`config.mk`:
```
export PLATFORM = sky130hd
export DESIGN_NAME = mipc_ctrl
export DESIGN_NICKNAME = d
export VERILOG_FILES = /design/src/rtl/mipc_pkg.sv /design/src/rtl/mipc_ctrl.sv
export SDC_FILE = /design/constraint.sdc
export NUM_CORES = 1
export LEC_CHECK = 0
export BUFFER_PORTS_ARGS = -buffer_cell sky130_fd_sc_hd__buf_2
export CORE_AREA = 4 4 41 43
export DETAILED_ROUTE_END_ITERATION = 8
export DIE_AREA = 0 0 45 47
export PLACE_DENSITY = 0.65
export SYNTH_ARGS = -nofsm -noshare
export SYNTH_HDL_FRONTEND = slang
export SYNTH_SLANG_ARGS = --single-unit
```
`constraint.sdc`:
```
create_clock -name clk_i -period 1.6 [get_ports clk_i]
set_input_delay 0.24 -clock clk_i [delete_from_list [all_inputs] [get_ports clk_i]]
set_output_delay 0.24 -clock clk_i [all_outputs]
set_load 0.02 [all_outputs]
```
`src/rtl/mipc_pkg.sv`:
```
// ----------------------------------------------------------------------------
// Motion/idle power mode controller package
// Shared types, register indexes, clock mode codes and the current table.
// ----------------------------------------------------------------------------
`default_nettype none

package mipc_pkg;

  // Register indexes of the configuration port
  localparam int unsigned CfgIndexWidth = 3;
  localparam logic [CfgIndexWidth-1:0] CFG_MOTION_THRESH      = 3'd0;
  localparam logic [CfgIndexWidth-1:0] CFG_IDLE_TIMEOUT       = 3'd1;
  localparam logic [CfgIndexWidth-1:0] CFG_AUTO_SLEEP_ENABLE  = 3'd2;
  localparam logic [CfgIndexWidth-1:0] CFG_AUTO_SLEEP_TIMEOUT = 3'd3;
  localparam logic [CfgIndexWidth-1:0] CFG_BATTERY_LEVEL      = 3'd4;
  localparam logic [CfgIndexWidth-1:0] CFG_LOW_BATTERY_LIMIT  = 3'd5;
  localparam logic [CfgIndexWidth-1:0] CFG_CHARGER_PRESENT    = 3'd6;

  localparam int unsigned CfgDataWidth = 32;

  // Register reset values
  localparam logic [15:0] RST_MOTION_THRESH      = 16'd128;
  localparam logic [28:0] RST_IDLE_TIMEOUT       = 29'd100;
  localparam logic [31:0] RST_AUTO_SLEEP_TIMEOUT = 32'd30000;
  localparam logic [6:0]  RST_BATTERY_LEVEL      = 7'd100;
  localparam logic [6:0]  RST_LOW_BATTERY_LIMIT  = 7'd15;

  // Estimate reset values
  localparam logic [7:0]  RST_PRESENT_CURRENT = 8'd233;
  localparam logic [23:0] RST_AVERAGE_CURRENT = 24'd763494;

  // Currents in 0.05 mA units
  localparam logic [7:0] CUR_MCU_HIGH = 8'd160;
  localparam logic [7:0] CUR_MCU_MED  = 8'd90;
  localparam logic [7:0] CUR_MCU_LOW  = 8'd40;
  localparam logic [7:0] CUR_RADIO    = 8'd24;
  localparam logic [7:0] CUR_IMU      = 8'd13;
  localparam logic [7:0] CUR_LED      = 8'd20;
  localparam logic [7:0] CUR_OTHER    = 8'd16;

  // Divider register codes
  localparam logic [2:0] DIV_HIGH = 3'd0;
  localparam logic [2:0] DIV_MED  = 3'd1;
  localparam logic [2:0] DIV_LOW  = 3'd7;

  // Reciprocal of 5: floor(y * RECIP5 / 2^34) == floor(y / 5) for any 32-bit y
  localparam logic [31:0] RECIP5       = 32'hCCCC_CCCD;
  localparam int unsigned Recip5Shift  = 34;

  localparam logic [6:0] DUTY_NONE = 7'd100;

  typedef enum logic [1:0] {
    CLK_HIGH = 2'd0,
    CLK_MED  = 2'd1,
    CLK_LOW  = 2'd2
  } clk_mode_e;

  typedef struct packed {
    logic [15:0] motion_thresh;
    logic [28:0] idle_timeout;
    logic        auto_sleep_enable;
    logic [31:0] auto_sleep_timeout;
    logic [6:0]  battery_level;
    logic [6:0]  low_battery_limit;
    logic        charger_present;
  } cfg_t;

  typedef struct packed {
    logic      eval;
    logic      est_load;
    clk_mode_e est_target;
    logic      est_mul;
    logic      est_write;
    logic      div_start;
    logic      div_step;
    logic      finish;
  } ctrl_cmd_t;

  typedef struct packed {
    logic [2:0] plan_upd;
    logic       moving;
    logic       div_last;
  } dp_status_t;

  typedef struct packed {
    logic [1:0]  clock_sel;
    logic [2:0]  clock_divider_code;
    logic        radio_on;
    logic        led_on;
    logic        moving;
    logic        halt_request;
    logic [31:0] idle_ms;
    logic [7:0]  current_estimate;
    logic [23:0] average_estimate;
    logic [6:0]  duty_pct;
  } result_t;

  function automatic logic [7:0] current_for(clk_mode_e mode, logic radio, logic led);
    logic [7:0] cur;
    unique case (mode)
      CLK_HIGH: cur = CUR_MCU_HIGH;
      CLK_MED:  cur = CUR_MCU_MED;
      default:  cur = CUR_MCU_LOW;
    endcase
    if (radio) cur = cur + CUR_RADIO;
    cur = cur + CUR_IMU;
    if (led) cur = cur + CUR_LED;
    cur = cur + CUR_OTHER;
    return cur;
  endfunction

  function automatic logic [2:0] divider_code(clk_mode_e mode);
    logic [2:0] code;
    unique case (mode)
      CLK_HIGH: code = DIV_HIGH;
      CLK_MED:  code = DIV_MED;
      default:  code = DIV_LOW;
    endcase
    return code;
  endfunction

endpackage

`default_nettype wire

```
`src/rtl/mipc_ctrl.sv`:
```
// ----------------------------------------------------------------------------
// Motion/idle power mode sequencer
// Walks one sample through its estimate updates, the duty division and output.
// ----------------------------------------------------------------------------
`default_nettype none

module mipc_ctrl import mipc_pkg::*; (
  input  wire logic       clk_i,
  input  wire logic       rst_ni,
  input  wire logic       in_valid_i,
  output logic            in_stall_o,
  input  wire logic       out_free_i,
  input  wire dp_status_t status_i,
  output ctrl_cmd_t       cmd_o
);

  typedef enum logic [2:0] {
    S_IDLE,
    S_DISPATCH,
    S_MUL,
    S_WRITE,
    S_DIV,
    S_FINISH
  } state_e;

  state_e     state_q, state_d;
  logic [2:0] pend_q, pend_d;
  logic       mov_q, mov_d;

  always_comb begin
    state_d    = state_q;
    pend_d     = pend_q;
    mov_d      = mov_q;
    cmd_o      = '0;
    cmd_o.est_target = CLK_LOW;
    in_stall_o = state_q != S_IDLE;
    unique case (state_q)
      S_IDLE: begin
        if (in_valid_i) begin
          cmd_o.eval = 1'b1;
          pend_d     = status_i.plan_upd;
          mov_d      = status_i.moving;
          state_d    = S_DISPATCH;
        end
      end
      S_DISPATCH: begin
        if (pend_q[0]) begin
          cmd_o.est_load   = 1'b1;
          cmd_o.est_target = mov_q ? CLK_HIGH : CLK_MED;
          pend_d[0]        = 1'b0;
          state_d          = S_MUL;
        end else if (pend_q[1]) begin
          cmd_o.est_load = 1'b1;
          pend_d[1]      = 1'b0;
          state_d        = S_MUL;
        end else if (pend_q[2]) begin
          cmd_o.est_load = 1'b1;
          pend_d[2]      = 1'b0;
          state_d        = S_MUL;
        end else begin
          cmd_o.div_start = 1'b1;
          state_d         = S_DIV;
        end
      end
      S_MUL: begin
        cmd_o.est_mul = 1'b1;
        state_d       = S_WRITE;
      end
      S_WRITE: begin
        cmd_o.est_write = 1'b1;
        state_d         = S_DISPATCH;
      end
      S_DIV: begin
        cmd_o.div_step = 1'b1;
        if (status_i.div_last) state_d = S_FINISH;
      end
      S_FINISH: begin
        if (out_free_i) begin
          cmd_o.finish = 1'b1;
          state_d      = S_IDLE;
        end
      end
      default: state_d = S_IDLE;
    endcase
  end

  always_ff @(posedge clk_i or negedge rst_ni) begin
    if (!rst_ni) begin
      state_q <= S_IDLE;
      pend_q  <= '0;
      mov_q   <= 1'b0;
    end else begin
      state_q <= state_d;
      pend_q  <= pend_d;
      mov_q   <= mov_d;
    end
  end

endmodule

`default_nettype wire

```
### Word-level counts from Yosys, hierarchy flattened

Cells that the tools add are included.

| cells by class | value |
|---|---|
| equal/unequal tests | 10 |
| multiplexer cells | 28 |
| reduce and logical (&&, ||, !) cells | 8 |

Operator list:

| kind | count |
|---|---|
| 3-bit two-way mux | 8 |
| 3-bit one-hot mux with 6 select lines | 1 |
| 1-bit two-way mux | 16 |
| 2-bit != test (second input constant) | 5 |
| 3-bit by 2-bit == test with 1-bit output (second input constant) | 2 |
| 3-bit == test (second input constant) | 2 |
| 3-bit one-hot mux with 2 select lines | 1 |
| 3-bit AND reduction | 2 |
| 2-bit two-way mux | 2 |
| 2-bit AND reduction | 2 |
| 4-bit AND reduction | 1 |
| 3-bit by 1-bit == test with 1-bit output (second input constant) | 1 |
| 3-bit logical NOT | 1 |
| 3-bit nonzero test | 1 |
| 2-bit nonzero test | 1 |

| storage, ports and cells | value |
|---|---|
| register bits after elaboration | 7 |
| bits of input ports | 9 |
| output and inout port bits | 10 |
| word-level logic and storage cells | 51 |

### Depth between registers and ports, before layout

| logic depth | value |
|---|---|
| word-level depth | 4 |
| gate-level depth with buffers | 4 |

### Least setup slack after synthesis

Ideal clock, no wire load.

| timing | value |
|---|---|
| path kind | reg2out |
| start point | register state_q[2] |
| end point | output cmd_o[2] (netlist name) |
| arrival time | 1.501 ns |
| data required time | 1.360 ns |
| slack | -0.141 ns |
| cell stages (with the launch flop) | 4 |
| buffers on the path | 1 |
| cells stage by stage | dfrtp_1 -> buf_4 -> or3b_4 -> nor4_1 |

RTL lines:

| what | RTL line | RTL |
|---|---|---|
| from (decl) | mipc_ctrl.sv:26 | `state_e state_q, state_d;` |
| from (signal assigned) | mipc_ctrl.sv:93 | `state_q <= state_d;` |
| to (decl) | mipc_ctrl.sv:14 | `output ctrl_cmd_t cmd_o` |

==> impl_metrics.py <==
metrics = {
    "power": {
        "powerDensity_mw_per_mm2": 2030,
        "peakVddDrop_mv": 0.945,
        "p_leak_nw": 0.307,
    },
    "routing": {
        "ant_nets": 0,
        "detail_route.wl_per_cell_um": 12.7,
        "drt-pass1-iter-count": 4,
        "drtIter0Drc": 1,
        "vias": 450,
        "drc_errors": 0,
        "wl_mm": 1.13,
        "viasPerCell": 5.06,
    },
    "synthesis": {
        "seq_area_frac_synth_pct": 42.0,
        "syn_avg_cell_area_um2": 8.86,
        "synthSimpleGateAreaFrac_pct": 29.7,
        "synth_xor_area_share_pct": 0,
        "synth_seq_cells": 7,
        "synth_top_family_by_area": "simple AND/OR/NAND/NOR gates",
        "synthAdderAreaFrac_pct": 0,
        "yosys_warnings": 0,
        "syn-cell-area_um2": 417,
        "synth_compound_gate_area_share_pct": 19.2,
        "syn_inst": 47,
        "synthDistinctLibCells": 24,
        "syn_nets": 56,
        "synthMuxAreaShare_pct": 2.70,
    },
    "floorplan": {
        "rows": 13,
        "initial_utilization_pct": 32.0,
        "dieHeight_um": 47,
        "core_area_mm2": 0.00130,
        "die_w_um": 45,
        "pin_count": 19,
        "dieArea_mm2": 0.00212,
    },
    "timing": {
        "slew_headroom_pct": 80.1,
        "slew_viol_final": 0,
        "setup_violations": 3,
        "worstMarginPinSlew_ns": 0.296,
        "clock_skew_ns": 0.00451,
        "min_period_ns": 1.73,
        "rsz0062_at_grt": "true",
        "hold_violations": 0,
        "finalWorstSetupSlack_ns": -0.128,
        "hold_slack_ns": 0.214,
        "fin_setup_tns_ns": -0.247,
        "finalCritPeriodShare_pct": 108,
        "clock.fmax_mhz": 579,
    },
    "critical_path": {
        "cp-start-kind": "flop",
        "critPathRequiredTime_ns": 1.36,
        "crit_arrival_ns": 1.49,
        "worstSetupEndpointType": "output pin",
        "cp_max_fo": 3,
        "reg2reg_slack_ns": 0.19,
        "path_class": "reg -> out",
    },
    "place": {
        "port_buffers": 18,
        "place_congestion": 0.784,
        "placed_area_um2": 543,
        "dp_hpwl_um": 796,
        "placed_cells": 82,
    },
    "clock_network": {
        "clkTransAtPathRegs_ns": 0.05,
        "cts_buffer_depth": 2,
        "root_buffer": "clkbuf_4",
        "cts_tree": "built",
        "htreeDepth": 1,
        "numCtsBuffers": 3,
        "clock-sinks": 7,
        "insertion_delay_ns": 0.25,
    },
    "global_route": {
        "grt_pass1_vias": 394,
        "track_usage_pct": 11.3,
        "grt_pass1_wl_mm": 1.65,
        "grt_max_degree": 10,
        "grt_antenna_before_repair": 0,
        "grt_overflow": 0,
    },
    "run_status": {
        "violations": "negative setup slack",
        "status": "complete, but fails checks",
    },
    "finish": {
        "area_growth_syn_to_layout_pct": 56.5,
        "fin_cells": 89,
        "final_nets": 84,
        "diodes": 0,
        "drive_above_1_share_pct": 50.0,
        "post-route-cell-area_um2": 652,
    },
    "hold_path": {
        "hold_path_class": "in -> reg",
    },
    "run": {
        "drv_cap": 0,
    },
}
[layer usage]
layer	part of all wire (%)	GRT usage, %	wire length [um]
met3	8.1	5.75	91
met4	0.35	3.51	4
met2	48	16.7	539
met1	44	14.3	494
met5	0	0	0
[cells by family (layout without fill, tap and decap cells)]
| family | Yosys count | count (layout) |
|---|---|---|
| mux | 1 | 1 |
| buf+inv | 4 | 31 |
| flops | 7 | 7 |
| compound gates | 13 | 13 |
| simple gates | 22 | 22 |
[cell usage after synthesis]
| cell type | number | area share (%) |
|---|---|---|
| a21oi_1 | 3 | 3.6 |
| a22o_1 | 1 | 2.1 |
| a31oi_1 | 2 | 3.0 |
| and3_1 | 1 | 1.5 |
| buf_4 | 1 | 1.8 |
| buf_6 | 1 | 2.7 |
| dfrtp_1 | 7 | 42 |
| inv_1 | 2 | 1.8 |
| mux2_1 | 1 | 2.7 |
| nand2_1 | 5 | 4.5 |
| nand2b_1 | 1 | 1.5 |
| nand3b_1 | 1 | 1.8 |
| nor2_1 | 4 | 3.6 |
| nor2_2 | 2 | 3.0 |
| nor2b_1 | 2 | 3.0 |
| nor3_1 | 1 | 1.2 |
| nor3b_1 | 1 | 1.8 |
| nor4_1 | 1 | 1.5 |
| o21ai_0 | 4 | 4.8 |
| o22ai_1 | 1 | 1.5 |
| o2bb2ai_1 | 2 | 4.2 |
| or2_4 | 1 | 2.1 |
| or3_1 | 1 | 1.5 |
| or3b_4 | 1 | 2.7 |
[critical path, stage by stage (launching register included)]
cell and delay, ns:
dfrtp_1 0.37, or3b_4 0.41, or2_4 0.26, nor2_4 0.08, buf_6 0.11
[final timing paths]
path / from / end / depth (start not counted)
max: state_q[1] / cmd_o[5] / 4
min: status_i[1] / mov_q / 2
max reg2reg: state_q[2] / mov_q / 5
min reg2reg: mov_q / mov_q / 1
max in group asynchronous: rst_ni / pend_q[0] / 2
min in group asynchronous: rst_ni / pend_q[2] / 2
[what timing repair did]
| item | CTS | global route |
|---|---|---|
| resized for setup | 5 | 12 |
| endpoints found under the hold margin | 7 | 0 |
| hold buffers | 1 | 0 |
| buffers inserted | 1 | 2 |
| setup endpoints to repair | 3 | 9 |
| pin swaps | 1 | 3 |
[through the flow]
step                      worst slack (ns)  utilization (%)  total power [mW]
after global routing                -0.186             50.1              1.42
after global placement               0.141             41.7             0.995
final                               -0.128             50.1              1.33
after CTS                           -0.142             46.4              1.21
after floorplan                     0.0146                -             0.806
after detailed placement             0.116             41.7              1.00
[cell usage in the layout, fill, tap and decap left out, drive strengths merged]
cell type and instances:
nand3b 1, nand2 5, clkbuf 4, nor3 1, a22o 1, nor4 1
inv 2, o22ai 1, nor3b 1, or3 1, nor2b 2, o21ai 4
nor2 6, buf 24, dfrtp 7, o2bb2ai 2, a21oi 3, or2 1
or3b 1, nand2b 1, and3 1, mux2 1, dlygate4sd3 1, a31oi 2
[final cells by class]
class	count	area, um2
tap	15	18.8
multi-input combinational	36	249
fill	144	649
sequential	7	175
inverter	2	7.51
timing repair buffer	25	175
clock buffer	4	26.3
[where the power goes]
| part | leakage (nW) | switching (mW) | internal [mW] |
|---|---|---|---|
| clock network | 0.0150 | 0.0657 | 0.0952 |
| logic | 0.203 | 0.441 | 0.397 |
| registers | 0.0888 | 0.0701 | 0.257 |
| total | 0.307 | 0.577 | 0.749 |
[sequential cells by signal, summed over array words and instances, names as in the netlist]
signal   flops
pend_q       3
mov_q        1
state_q      3
Note: power is estimated with default switching activity, not from simulation.
